$ cat src/sv/one_wire_bus_master_assert.svh
// Assertion macros for the single-wire bus master.
// Used by one_wire_bus_master.sv; the macros expect signals named clk and rst.
`ifndef ONE_WIRE_BUS_MASTER_ASSERT_SVH
`define ONE_WIRE_BUS_MASTER_ASSERT_SVH

// Same-cycle implication, checked outside reset.
`define OWB_ASSERT_IMPLY(lbl, ante, cons) \
  lbl: assert property (@(posedge clk) disable iff (rst) (ante) |-> (cons)) \
    else $error("one_wire_bus_master: same-cycle check failed");

// Next-cycle implication, checked outside reset.
`define OWB_ASSERT_NEXT(lbl, ante, cons) \
  lbl: assert property (@(posedge clk) disable iff (rst) (ante) |=> (cons)) \
    else $error("one_wire_bus_master: next-cycle check failed");

`endif

$ cat src/sv/owb_pkg.sv
// Package for the single-wire bus master: transaction types, command codes,
// configuration register indexes and reset values. No dependencies.
package owb_pkg;

  // Commands carried with each tick.
  typedef enum logic [1:0] {
    OP_TICK  = 2'd0,
    OP_RESET = 2'd1,
    OP_WRITE = 2'd2,
    OP_READ  = 2'd3
  } op_t;

  // Configuration register indexes.
  localparam int unsigned CfgIndexWidth = 3;
  localparam logic [CfgIndexWidth-1:0] CFG_RESET_LOW     = 3'd0;
  localparam logic [CfgIndexWidth-1:0] CFG_PRES_TIMEOUT  = 3'd1;
  localparam logic [CfgIndexWidth-1:0] CFG_RESET_REC     = 3'd2;
  localparam logic [CfgIndexWidth-1:0] CFG_SLOT_LOW      = 3'd3;
  localparam logic [CfgIndexWidth-1:0] CFG_SLOT_DATA     = 3'd4;
  localparam logic [CfgIndexWidth-1:0] CFG_WRITE_REC     = 3'd5;

  // Register reset values.
  localparam logic [7:0] RESET_LOW_INIT     = 8'd70;
  localparam logic [7:0] PRES_TIMEOUT_INIT  = 8'd100;
  localparam logic [7:0] RESET_REC_INIT     = 8'd50;
  localparam logic [3:0] SLOT_LOW_INIT      = 4'd1;
  localparam logic [3:0] SLOT_DATA_INIT     = 4'd3;
  localparam logic [3:0] WRITE_REC_INIT     = 4'd1;

  // Last bit position of a byte.
  localparam logic [2:0] LAST_BIT = 3'd7;

  // One input transaction: one timebase tick.
  typedef struct packed {
    op_t        op;
    logic [7:0] write_data;
    logic       line_in;
  } in_item_t;

  // One result transaction per tick.
  typedef struct packed {
    logic       drive_enable;
    logic       drive_level;
    logic       busy_res;
    logic       done_res;
    logic [7:0] read_data;
    logic       presence_error;
  } out_item_t;

endpackage

$ cat src/sv/one_wire_bus_master.sv
// Single-wire bus master: reset with presence detect, byte write, byte read.
// Depends on owb_pkg and one_wire_bus_master_assert.svh.
//
//  Channel | Handshake            | Payload
//  --------+----------------------+----------------------------------
//  in      | in_valid / in_stall  | in_data  (owb_pkg::in_item_t)
//  out     | out_valid / out_stall| out_data (owb_pkg::out_item_t)
//  cfg     | cfg_valid / cfg_ready| cfg_index (3 bit), cfg_data (8 bit)
//
// Each tick transaction is taken while in_stall is low; the bus state and the
// result are computed in the same cycle and land in the output register or skid.
// A two-entry output buffer (output register plus skid) lets a new tick be
// taken while the previous result waits; in_stall rises only when both hold.
// Reset (rst, synchronous) returns the sequencer to idle, clears the read
// byte and the error flag, and loads the timing registers with their defaults.
// cfg_ready is always high.
module one_wire_bus_master
  import owb_pkg::*;
(
  input  logic                     clk,
  input  logic                     rst,
  input  logic                     in_valid,
  output logic                     in_stall,
  input  in_item_t                 in_data,
  output logic                     out_valid,
  input  logic                     out_stall,
  output out_item_t                out_data,
  input  logic                     cfg_valid,
  output logic                     cfg_ready,
  input  logic [CfgIndexWidth-1:0] cfg_index,
  input  logic [7:0]               cfg_data
);

  typedef enum logic [3:0] {
    PH_IDLE,
    PH_RST_LOW,
    PH_RST_WLOW,
    PH_RST_WHIGH,
    PH_RST_REC,
    PH_WR_LOW,
    PH_WR_DATA,
    PH_WR_REC,
    PH_RD_LOW,
    PH_RD_REL
  } phase_t;

  // Timing registers.
  logic [7:0] reset_low_ticks;
  logic [7:0] presence_timeout_ticks;
  logic [7:0] reset_recovery_ticks;
  logic [3:0] slot_low_ticks;
  logic [3:0] slot_data_ticks;
  logic [3:0] write_recovery_ticks;

  // Sequencer state.
  phase_t     phase, phase_next;
  logic [7:0] tick_count, tick_count_next;
  logic [2:0] bit_index, bit_index_next;
  logic [7:0] shift_data, shift_data_next;
  logic       error_flag, error_flag_next;
  logic [7:0] last_read, last_read_next;

  // Output buffer.
  out_item_t  result;
  out_item_t  skid_data;
  logic       skid_valid;
  logic       in_accept;
  logic       out_free;

  assign cfg_ready = 1'b1;
  assign in_stall  = skid_valid;
  assign in_accept = in_valid && !in_stall;
  assign out_free  = !out_valid || !out_stall;

  // Configuration writes.
  always_ff @(posedge clk) begin
    if (rst) begin
      reset_low_ticks        <= RESET_LOW_INIT;
      presence_timeout_ticks <= PRES_TIMEOUT_INIT;
      reset_recovery_ticks   <= RESET_REC_INIT;
      slot_low_ticks         <= SLOT_LOW_INIT;
      slot_data_ticks        <= SLOT_DATA_INIT;
      write_recovery_ticks   <= WRITE_REC_INIT;
    end else if (cfg_valid && cfg_ready) begin
      case (cfg_index)
        CFG_RESET_LOW:    reset_low_ticks        <= cfg_data;
        CFG_PRES_TIMEOUT: presence_timeout_ticks <= cfg_data;
        CFG_RESET_REC:    reset_recovery_ticks   <= cfg_data;
        CFG_SLOT_LOW:     slot_low_ticks         <= cfg_data[3:0];
        CFG_SLOT_DATA:    slot_data_ticks        <= cfg_data[3:0];
        CFG_WRITE_REC:    write_recovery_ticks   <= cfg_data[3:0];
        default: ;
      endcase
    end
  end

  // One tick of the sequencer: command start, then the active phase.
  always_comb begin : step_logic
    logic [7:0] tc_inc;
    logic       den;
    logic       dlev;
    logic       done;
    logic       end_bit;

    phase_next      = phase;
    tick_count_next = tick_count;
    bit_index_next  = bit_index;
    shift_data_next = shift_data;
    error_flag_next = error_flag;
    last_read_next  = last_read;
    den             = 1'b0;
    dlev            = 1'b0;
    done            = 1'b0;
    end_bit         = 1'b0;

    // A command taken while idle also serves as the first tick of its phase.
    if (phase == PH_IDLE) begin
      case (in_data.op)
        OP_RESET: begin
          error_flag_next = 1'b0;
          phase_next      = PH_RST_LOW;
          tick_count_next = '0;
        end
        OP_WRITE: begin
          shift_data_next = in_data.write_data;
          bit_index_next  = '0;
          phase_next      = PH_WR_LOW;
          tick_count_next = '0;
        end
        OP_READ: begin
          shift_data_next = '0;
          bit_index_next  = '0;
          phase_next      = PH_RD_LOW;
          tick_count_next = '0;
        end
        default: ;
      endcase
    end

    tc_inc = tick_count_next + 8'd1;

    case (phase_next)
      PH_RST_LOW: begin
        den = 1'b1;
        tick_count_next = tc_inc;
        if (tc_inc >= reset_low_ticks) begin
          phase_next      = PH_RST_WLOW;
          tick_count_next = '0;
        end
      end
      PH_RST_WLOW: begin
        if (!in_data.line_in) begin
          phase_next      = PH_RST_WHIGH;
          tick_count_next = '0;
        end else begin
          tick_count_next = tc_inc;
          if (tc_inc >= presence_timeout_ticks) begin
            error_flag_next = 1'b1;
            done            = 1'b1;
            phase_next      = PH_IDLE;
            tick_count_next = '0;
          end
        end
      end
      PH_RST_WHIGH: begin
        if (in_data.line_in) begin
          tick_count_next = '0;
          if (reset_recovery_ticks == 8'd0) begin
            done       = 1'b1;
            phase_next = PH_IDLE;
          end else begin
            phase_next = PH_RST_REC;
          end
        end else begin
          tick_count_next = tc_inc;
          if (tc_inc >= presence_timeout_ticks) begin
            error_flag_next = 1'b1;
            done            = 1'b1;
            phase_next      = PH_IDLE;
            tick_count_next = '0;
          end
        end
      end
      PH_RST_REC: begin
        tick_count_next = tc_inc;
        if (tc_inc >= reset_recovery_ticks) begin
          done            = 1'b1;
          phase_next      = PH_IDLE;
          tick_count_next = '0;
        end
      end
      PH_WR_LOW: begin
        den = 1'b1;
        tick_count_next = tc_inc;
        if (tc_inc >= {4'd0, slot_low_ticks}) begin
          phase_next      = PH_WR_DATA;
          tick_count_next = '0;
        end
      end
      PH_WR_DATA: begin
        den  = 1'b1;
        dlev = shift_data_next[0];
        tick_count_next = tc_inc;
        if (tc_inc >= {4'd0, slot_data_ticks}) begin
          if (write_recovery_ticks == 4'd0) begin
            end_bit = 1'b1;
          end else begin
            phase_next      = PH_WR_REC;
            tick_count_next = '0;
          end
        end
      end
      PH_WR_REC: begin
        den  = 1'b1;
        dlev = 1'b1;
        tick_count_next = tc_inc;
        if (tc_inc >= {4'd0, write_recovery_ticks}) begin
          end_bit = 1'b1;
        end
      end
      PH_RD_LOW: begin
        den = 1'b1;
        tick_count_next = tc_inc;
        if (tc_inc >= {4'd0, slot_low_ticks}) begin
          phase_next      = PH_RD_REL;
          tick_count_next = '0;
        end
      end
      PH_RD_REL: begin
        // Sample on the first released tick of the slot.
        if (tick_count_next == 8'd0) begin
          shift_data_next = {in_data.line_in, shift_data_next[7:1]};
        end
        tick_count_next = tc_inc;
        if (tc_inc >= {4'd0, slot_data_ticks}) begin
          tick_count_next = '0;
          if (bit_index_next >= LAST_BIT) begin
            last_read_next = shift_data_next;
            done           = 1'b1;
            bit_index_next = '0;
            phase_next     = PH_IDLE;
          end else begin
            bit_index_next = bit_index_next + 3'd1;
            phase_next     = PH_RD_LOW;
          end
        end
      end
      default: begin
        phase_next      = PH_IDLE;
        tick_count_next = '0;
      end
    endcase

    // End of a written bit: next bit or finish the byte.
    if (end_bit) begin
      shift_data_next = {1'b0, shift_data_next[7:1]};
      tick_count_next = '0;
      if (bit_index_next >= LAST_BIT) begin
        done           = 1'b1;
        bit_index_next = '0;
        phase_next     = PH_IDLE;
      end else begin
        bit_index_next = bit_index_next + 3'd1;
        phase_next     = PH_WR_LOW;
      end
    end

    result.drive_enable   = den;
    result.drive_level    = den && dlev;
    result.busy_res       = (phase_next != PH_IDLE);
    result.done_res       = done;
    result.read_data      = last_read_next;
    result.presence_error = error_flag_next;
  end

  // Sequencer state advances once per accepted tick.
  always_ff @(posedge clk) begin
    if (rst) begin
      phase      <= PH_IDLE;
      tick_count <= '0;
      bit_index  <= '0;
      shift_data <= '0;
      error_flag <= 1'b0;
      last_read  <= '0;
    end else if (in_accept) begin
      phase      <= phase_next;
      tick_count <= tick_count_next;
      bit_index  <= bit_index_next;
      shift_data <= shift_data_next;
      error_flag <= error_flag_next;
      last_read  <= last_read_next;
    end
  end

  // Output register with a skid entry behind it.
  always_ff @(posedge clk) begin
    if (rst) begin
      out_valid  <= 1'b0;
      skid_valid <= 1'b0;
    end else if (out_free) begin
      if (skid_valid) begin
        out_data   <= skid_data;
        out_valid  <= 1'b1;
        skid_valid <= 1'b0;
      end else if (in_accept) begin
        out_data  <= result;
        out_valid <= 1'b1;
      end else begin
        out_valid <= 1'b0;
      end
    end else if (in_accept) begin
      skid_data  <= result;
      skid_valid <= 1'b1;
    end
  end

  `include "one_wire_bus_master_assert.svh"

  // The skid entry is only filled behind a held result.
  `OWB_ASSERT_IMPLY(a_skid_behind_out, skid_valid, out_valid)
  // Every accepted tick leaves a result waiting.
  `OWB_ASSERT_NEXT(a_accept_gives_result, in_accept, out_valid)
  // A completing operation never reports busy on the same result.
  `OWB_ASSERT_IMPLY(a_done_not_busy, out_valid && out_data.done_res, !out_data.busy_res)
  // A released line carries no drive level.
  `OWB_ASSERT_IMPLY(a_release_level_low, out_valid && !out_data.drive_enable,
                    !out_data.drive_level)

endmodule
$ cat config.mk
export PLATFORM = sky130hd
export DESIGN_NAME = one_wire_bus_master
export DESIGN_NICKNAME = d
export VERILOG_FILES = /design/src/sv/owb_pkg.sv /design/src/sv/one_wire_bus_master.sv
export VERILOG_INCLUDE_DIRS = /design/src /design/src/sv
export SDC_FILE = /design/constraint.sdc
export NUM_CORES = 1
export LEC_CHECK = 0
export ABC_AREA = 1
export ABC_CLOCK_PERIOD_IN_PS = 3980
export BUFFER_PORTS_ARGS = -buffer_cell sky130_fd_sc_hd__buf_4
export CAP_MARGIN = 40
export CORE_MARGIN = 8
export CORE_UTILIZATION = 60
export CTS_CLUSTER_SIZE = 28
export DETAILED_ROUTE_END_ITERATION = 8
export GPL_ROUTABILITY_DRIVEN = 0
export HOLD_SLACK_MARGIN = 0.06
export PLACE_DENSITY = 0.88
export SLEW_MARGIN = 30
export SYNTH_ARGS = -nofsm -noshare
export SYNTH_HDL_FRONTEND = slang
export SYNTH_SLANG_ARGS = --single-unit
$ cat constraint.sdc
create_clock -name clk -period 3.98 [get_ports clk]
set_input_delay 0.398 -clock clk [delete_from_list [all_inputs] [get_ports clk]]
set_output_delay 0.398 -clock clk [all_outputs]
set_load 0.1 [all_outputs]
======== After elaboration in Yosys (flattened, before gate mapping) ========
Cells that the tools add are included.
storage, ports and cells
  memories ................................ 0
  output and inout bits ................... 16
  memory bits (read-only) ................. 0
  RAM bits ................................ 0
  bits of input ports ..................... 27
  word-level logic and storage cells ...... 153
  bits in latches ......................... 0
  flip-flop bits (word level) ............. 96
cells by class
  multiplexer cells ....................... 71
  div/mod/pow operators ................... 0
  order comparisons ....................... 8
  multiply operators ...................... 0
  bitwise gates (word level) .............. 2
  $add $sub $neg .......................... 3
  equal/unequal tests ..................... 17
  reduce and logical (&&, ||, !) cells .... 26
  shift operators ......................... 0
operators with widths
  operator                                                   number
  two-way mux 8 bit                                          19
  case mux 8 bit (8 select lines)                            1
  two-way mux 4 bit                                          13
  case mux 4 bit (9 select lines)                            1
  two-way mux 3 bit                                          9
  two-way mux 13 bit                                         2
  greater-or-equal comparator 8 x 4 -> 1 bit                 3
  greater-or-equal comparator 8 bit                          3
  two-way mux 1 bit                                          20
  equality test 4 x 3 -> 1 bit (second input constant)       4
  logical NOT 8 bit                                          2
  case mux 8 bit (2 select lines)                            1
  case mux 4 bit (3 select lines)                            1
  AND reduction 2 bit                                        6
  adder 8 x 1 -> 8 bit (second input constant)               1
  equality test 4 x 2 -> 1 bit (second input constant)       2
  equality test 4 bit (second input constant)                2
  logical NOT 4 bit                                          2
  adder 3 x 1 -> 3 bit (second input constant)               2
  equality test 3 x 2 -> 1 bit (second input constant)       2
  equality test 3 bit (second input constant)                2
  greater-or-equal comparator 3 bit (second input constant)  2
  case mux 1 bit (2 select lines)                            3
  AND reduction 3 bit                                        2
  15 further kinds                                           22

======== Longest topological paths before layout ========
Gate-level depths: netlist of run 1.
  word-level depth ........................ 14
  depth in mapped cells ................... 29
  gate-level depth less buffers ........... 28

======== Worst setup path before layout of run 1 ========
Ideal clock, no wire load.
  kind .................................... input -> register
  start point ............................. in in_data[10] in the netlist's numbering
  end point ............................... reg out_data[10] in the netlist's numbering, data pin
  stages .................................. 24
  required time ........................... 3.727 ns
  library setup time ...................... 0.253 ns
  arrival time ............................ 3.406 ns
  setup slack ............................. 0.321 ns
  path buffers ............................ 1
  path through ............................ inv_1 -> ha_1 -> inv_1 -> nand3_2 -> buf_6 -> nand2_1 -> inv_1 -> ha_1 -> ha_1 -> a21boi_0 -> o21a_1 -> o21a_1 -> nor2_1 -> nand2_4 -> nand2_2 -> nand2_1 -> o21ai_2 -> ha_1 -> ha_1 -> nor2_1 -> nand2_2 -> nand4_2 -> nand2_1 -> nand2_1
RTL lines
  what                  line                        RTL
  start, declared       one_wire_bus_master.sv:24   input in_item_t in_data,
  end signal, assigned  one_wire_bus_master.sv:302  out_data <= skid_data;
  end signal, assigned  one_wire_bus_master.sv:306  out_data <= result;
  end, declared         one_wire_bus_master.sv:27   output out_item_t out_data,

==> flow_summary_export.csv, run 1 <==
group,metric,value,unit
yosys,avgSynthCellArea,7.28,sq um
clock_network,htreeDepth,3,
place,pre_cts_ws,0.197,ns
route,firstDrtPassIters,6,
route,drtIter0Drc,620,
route,drc,0,
global_routing,grt_start_max_net_pins,50,
yosys,synth_seq_area_share,37.4,%
place,io_buffer_count,41,
floorplan,dieArea,0.0131,sq mm
critical_path,cp.arrival,3.69,ns
floorplan,io_pins,43,
layout,final-seq-area,0.00218,sq mm
floorplan,initial_core_util,60.7,%
yosys,synth_seq_cells,96,
route,viasPerCell,5.42,
layout,nFillCells,813,
yosys,synth_warnings,0,
timing,relSlewSlack,49.1,%
critical_path,critPathMaxFanout,7,
global_routing,antenna_found_initial,0,
clock_network,path_clk_slew,0.11,ns
timing,slew_violations,0,
critical_path,path_class,"reg2reg",
layout,most-common-layout-cells,"nand2_1, inv_1, dfxtp_1, o21ai_0, a21oi_1",
yosys,syn_nets,871,
floorplan,die_h,115,um
worst_hold_path,min_path_type,"in2reg",
place,dp.final_hpwl,10300,um
critical_path,critPathCaptureType,"flop",
critical_path,reg2reg_slack,0.44,ns
pwr,ir_drop,0.247,mV
pwr,p_per_area,334,mW/mm^2
floorplan,core-area,0.00959,sq mm
timing,finalCritPeriodShare,89.1,%
timing,finalSetupViolCount,0,
timing,min_period,3.54,ns
timing,rsz0062_at_grt,"false",
critical_path,worst_ep_required_time,4.13,ns
clock_network,ctsResizeCount,0,
yosys,synth_cells,801,
clock_network,ctsHoldBuffers,0,
floorplan,die_width,115,um
yosys,yosysUniqueCellTypes,41,
timing,fin_ws,0.435,ns
clock_network,cts_post_setup_buffers_inserted,0,
timing,holdWs,0.245,ns
layout,layout_commonest_cell,"nand2_1",
global_routing,overflow,0,
route,totalWireLength,13600,um
clock_network,cts_num_sinks,96,
clock_network,cts_buffers,9,
floorplan,rows,36,
clock_network,clkLatencyLatePin,0.38,ns
yosys,async_flop_share,0,%
outcome,status,"completed",
global_routing,grt_pass1_wl,22900,um
timing,fmax,0.282,GHz
global_routing,grt_util_all_layers,21.7,%
route,via_count,5323,
yosys,synth_area,0.00583,sq mm
timing,worst_pin_slew,0.757,ns
global_routing,grt_pass1_vias,4947,
layout,drive_gt1_share,13.1,%
pwr,power,2.17,mW
clock_network,clockBufferDepth,2,
critical_path,start_kind,"flop",
pwr,p_leak,3.20,nW
clock_network,cts_tree,"built",
yosys,synth_edf_count,26,
timing,skew,0.0101,ns
layout,multi_input_area,0.00299,sq mm
flow_run,maxCapViolations,0,
clock_network,cts-root-buf,"clkbuf_8",
layout,nets,915,
layout,antenna_cells,0,
timing,fin_setup_tns,0,ns
timing,hold_viol_final,0,
route,wire_per_inst,13.8,um
yosys,synth_top_flop_cell,"dfxtp_1",
route,ant_nets,0,
layout,syn_to_final_growth,11.5,%
-- path summary, 6_finish.rpt --
path	start	endpoint	cells past startpoint
hold / removal	cfg_data[5]	presence_timeout_ticks[5]	3
setup reg to reg	phase[0]	out_data[10]	21
hold reg to reg	presence_timeout_ticks[4]	presence_timeout_ticks[4]	2
setup / recovery	phase[0]	out_data[10]	21
-- worst max-delay path, stage by stage (launching register included) --
cell      delay [ns]
dfxtp_1         0.40
nor2_2          0.17
nand3_2         0.10
nand2_1         0.12
inv_1           0.07
ha_1            0.31
ha_1            0.28
a21boi_0        0.14
o21a_1          0.18
o21a_1          0.17
nor2_1          0.22
nand2_4         0.13
nand2_2         0.11
nand2_1         0.09
nand2_2         0.11
ha_1            0.15
ha_1            0.17
nor2_1          0.07
nand2_2         0.11
nand4_2         0.11
nand2_1         0.07
nand2_1         0.05
-- state kept, by name (all words and copies together), names as in the netlist --
signal / flops
out_data: 13
skid_data: 13
last_read: 8
presence_timeout_ticks: 8
reset_low_ticks: 8
reset_recovery_ticks: 8
shift_data: 8
tick_count: 8
phase: 4
slot_data_ticks: 4
slot_low_ticks: 4
write_recovery_ticks: 4
bit_index: 3
error_flag: 1
in_stall: 1
out_valid: 1
-- logic make-up (layout without fill, tap and decap cells) --
kind of cell / count (synthesis) / count (layout) / synth area share (%)
simple gates: 329 / 329 / 24.9
buf+inv: 168 / 217 / 11.2
compound gates: 163 / 163 / 17.0
flops: 96 / 96 / 37.4
fa+ha+maj: 43 / 43 / 9.23
other cells: 1 / 1 / 0.0643
xor+xnor: 1 / 1 / 0.150
-- cell usage after synthesis (4+ instances only) --
cell | instances | area share, %
nor2_1 | 45 | 2.9
inv_1 | 140 | 9.0
nand2_2 | 6 | 0.64
a32oi_1 | 8 | 1.2
inv_2 | 7 | 0.45
o21a_1 | 5 | 0.64
a21oi_1 | 54 | 4.6
ha_1 | 43 | 9.2
o21ai_0 | 54 | 4.6
nand3_2 | 6 | 1.0
o221ai_1 | 6 | 0.90
o22ai_2 | 7 | 1.5
nand2_1 | 204 | 13
nand2_4 | 4 | 0.77
dfxtp_1 | 70 | 24
o21ai_1 | 6 | 0.52
nor2_2 | 4 | 0.43
nand3_1 | 43 | 3.7
nand4_1 | 6 | 0.64
edfxtp_1 | 26 | 13
o211ai_1 | 14 | 1.8
clkbuf_1 | 14 | 0.90
-- metrics by stage --
step	utilization [%]	cell area, sq um	std cells
2_1_floorplan	-	5830	801
3_3_place_gp	65.5	6290	965
3_5_place_dp	65.7	6300	967
4_1_cts	67.7	6500	983
5_1_grt	67.7	6500	983
6_report	67.7	6500	983
-- cell type report --
| class | count | area share (%) |
|---|---|---|
| Clock buffer | 9 | 1.91 |
| Clock inverter | 7 | 1.14 |
| Inverter | 148 | 8.63 |
| Multi-Input combinational cell | 537 | 46.1 |
| Sequential cell | 96 | 33.6 |
| Tap cell | 133 | 2.56 |
| Timing Repair Buffer | 53 | 6.12 |
-- power by group --
part | switching (mW) | internal, mW | total, mW
registers | 0.0211 | 1.05 | 1.07
logic | 0.323 | 0.140 | 0.463
clock network | 0.391 | 0.247 | 0.638
total | 0.734 | 1.44 | 2.17
-- per-layer routing --
metal  track usage [%]  wire (um)  up-vias
li1                  -          -     2702
met2              35.3       6280      195
met5                 0          0        -
met4              7.01        210        0
met1              27.7       5930     2406
met3              4.80       1130       20
No activity file was read; power rests on OpenSTA's default activity.
==> run 2, diff against run 1 <==
--- a/config.mk
+++ b/config.mk
@@ -7,9 +7,9 @@
 export NUM_CORES = 1
 export LEC_CHECK = 0
 export ABC_AREA = 1
-export ABC_CLOCK_PERIOD_IN_PS = 3980
+export ABC_CLOCK_PERIOD_IN_PS = 3300
 export BUFFER_PORTS_ARGS = -buffer_cell sky130_fd_sc_hd__buf_4
-export CAP_MARGIN = 40
+export CAP_MARGIN = 20
 export CORE_MARGIN = 8
 export CORE_UTILIZATION = 60
 export CTS_CLUSTER_SIZE = 28
==> constraint.sdc (replaced) <==
create_clock -name clk -period 3.3 [get_ports clk]
set_input_delay 0.165 -clock clk [delete_from_list [all_inputs] [get_ports clk]]
set_output_delay 0.165 -clock clk [all_outputs]
set_load 0.1 [all_outputs]
==> flow_summary_export.csv, run 2 (synthesized netlist as in run 1, its figures left out) <==
group,metric,value,unit
outcome,status,"completed",
flow_run,maxCapViolations,0,
route,totalWireLength,14500,um
layout,antenna_cells,0,
timing,finalSetupViolCount,0,
global_routing,grt_start_max_net_pins,51,
place,dp.final_hpwl,10500,um
global_routing,grt_util_all_layers,22.3,%
critical_path,crit_path_top_delay_cell,"dfxtp_2",
layout,design_area,0.00676,sq mm
layout,nets,938,
timing,skew,0.00729,ns
clock_network,clkLatencyLatePin,0.38,ns
timing,hold_viol_final,0,
global_routing,grt_util_met2,36.1,%
timing,relSlewSlack,44.1,%
pwr,p_per_area,390,mW/mm^2
floorplan,rows,36,
floorplan,core-area,0.00959,sq mm
critical_path,critPathTopFamily,"simple AND/OR/NAND/NOR gates",
floorplan,die_width,115,um
timing,finalCritPeriodShare,96.2,%
global_routing,met3_usage,4.06,%
layout,syn_to_final_growth,15.9,%
critical_path,worst_ep_required_time,3.61,ns
floorplan,initial_core_util,60.7,%
route,drtIter0Drc,537,
route,via_count,5474,
critical_path,start_kind,"flop",
critical_path,cp_common_cell,"nand2_2",
timing,slew_violations,0,
pwr,ir_drop,0.178,mV
global_routing,grt_pass1_vias,4910,
global_routing,grt_pass1_wl,23300,um
clock_network,clockBufferDepth,2,
floorplan,dieArea,0.0131,sq mm
critical_path,path_class,"reg2reg",
layout,reg_top3,"out_data x13, skid_data x13",
timing,fmax,0.315,GHz
critical_path,cp_cell_sequence,"nor2_4 -> nand3_4 -> nand2_2 -> inv_2 -> ha_4 -> ha_1 -> a21boi_1 -> o21a_1 -> o21a_1 -> nor2_4 -> nand2_4 -> nand4_1 -> nand2_2 -> ha_1 -> ha_2 -> nor2_2 -> nand2_2 -> buf_4 -> inv_2 -> nand2_1 -> a21oi_1",
clock_network,htreeDepth,3,
global_routing,overflow,0,
critical_path,cp.arrival,3.49,ns
route,ant_nets,0,
global_routing,met1_usage,28.6,%
place,io_buffer_count,41,
clock_network,cts_num_sinks,96,
floorplan,die_h,115,um
route,drc,0,
clock_network,cts_tree,"built",
layout,postLayoutCoreUtil,70.4,%
critical_path,crit_buf_inv,3,
place,place_area,0.00642,sq mm
pwr,p_leak,3.33,nW
route,firstDrtPassIters,5,
global_routing,grt-busiest-layer,"met2",
layout,nFillCells,748,
critical_path,critical-path-max-stage-delay,0.34,ns
timing,worst_pin_slew,0.832,ns
floorplan,io_pins,43,
layout,most-common-layout-cells,"nand2_1, inv_1, buf_4, dfxtp_1",
critical_path,critPathCaptureType,"flop",
timing,min_period,3.17,ns
clock_network,path_clk_slew,0.10,ns
route,viasPerCell,5.44,
layout,drive_gt1_share,17.0,%
clock_network,cts-root-buf,"clkbuf_8",
critical_path,critPathMaxFanout,5,
global_routing,antenna_found_initial,0,
route,wire_per_inst,14.4,um
worst_hold_path,min_path_type,"in2reg",
clock_network,cts_buffers,9,
layout,layout_commonest_cell,"nand2_1",
## run 2: worst paths after layout
kind / startpoint / endpoint / slack, ns / cells after the start
max: phase[1] / bit_index[2] / 0.13 / 21
min: cfg_data[2] / presence_timeout_ticks[2] / 0.07 / 3
max reg2reg: phase[1] / bit_index[2] / 0.13 / 21
min reg2reg: presence_timeout_ticks[4] / presence_timeout_ticks[4] / 0.47 / 2
## run 2: report_power, final
group          internal [mW]  switching (mW)
Clock                  0.282           0.450
Combinational          0.197           0.416
Sequential              1.27          0.0244
## run 2: metal layers
metal	wire length (um)	share of wire, %
met1	6480	45
met2	6590	46
met3	1090	7.5
met4	318	2.2
met5	0	0
## run 2: repair_timing
action,CTS,global route
endpoints found under the setup margin,0,17
hold buffers,6,0
endpoints found under the hold margin,8,0
resized for setup,0,21
buffers inserted,0,3
## run 2: through the flow
| stage | setup slack [ns] | power (mW) | instances | hold WS (ns) | setup TNS, ns |
|---|---|---|---|---|---|
| floorplan | 0.0132 | 1.72 | 801 | 0.291 | 0 |
| global placement | 0.0549 | 1.87 | 981 | 0.401 | 0 |
| detailed placement | -0.0375 | 1.89 | 981 | 0.414 | -0.0964 |
| CTS | 0.000324 | 2.61 | 1003 | 0.0603 | 0 |
| global route | -0.0390 | 2.75 | 1006 | 0.0763 | -0.0766 |
| finish | 0.126 | 2.63 | 1006 | 0.0694 | 0 |
## run 2: cell type report
cell class | count | area, sq um | area share (%)
Inverter | 148 | 561 | 8.30
Timing Repair Buffer | 76 | 586 | 8.67
Clock buffer | 9 | 124 | 1.83
Tap cell | 133 | 166 | 2.46
Multi-Input combinational cell | 537 | 3080 | 45.6
Sequential cell | 96 | 2180 | 32.3
Clock inverter | 7 | 55.1 | 0.815
## run 2: worst register-to-register path, delay by kind of cell (launching register included)
family          cells  cell delay, ns
buf+inv             3            0.26
fa+ha+maj           4            0.88
compound gates      4            0.63
flops               1            0.34
simple gates       10            1.00
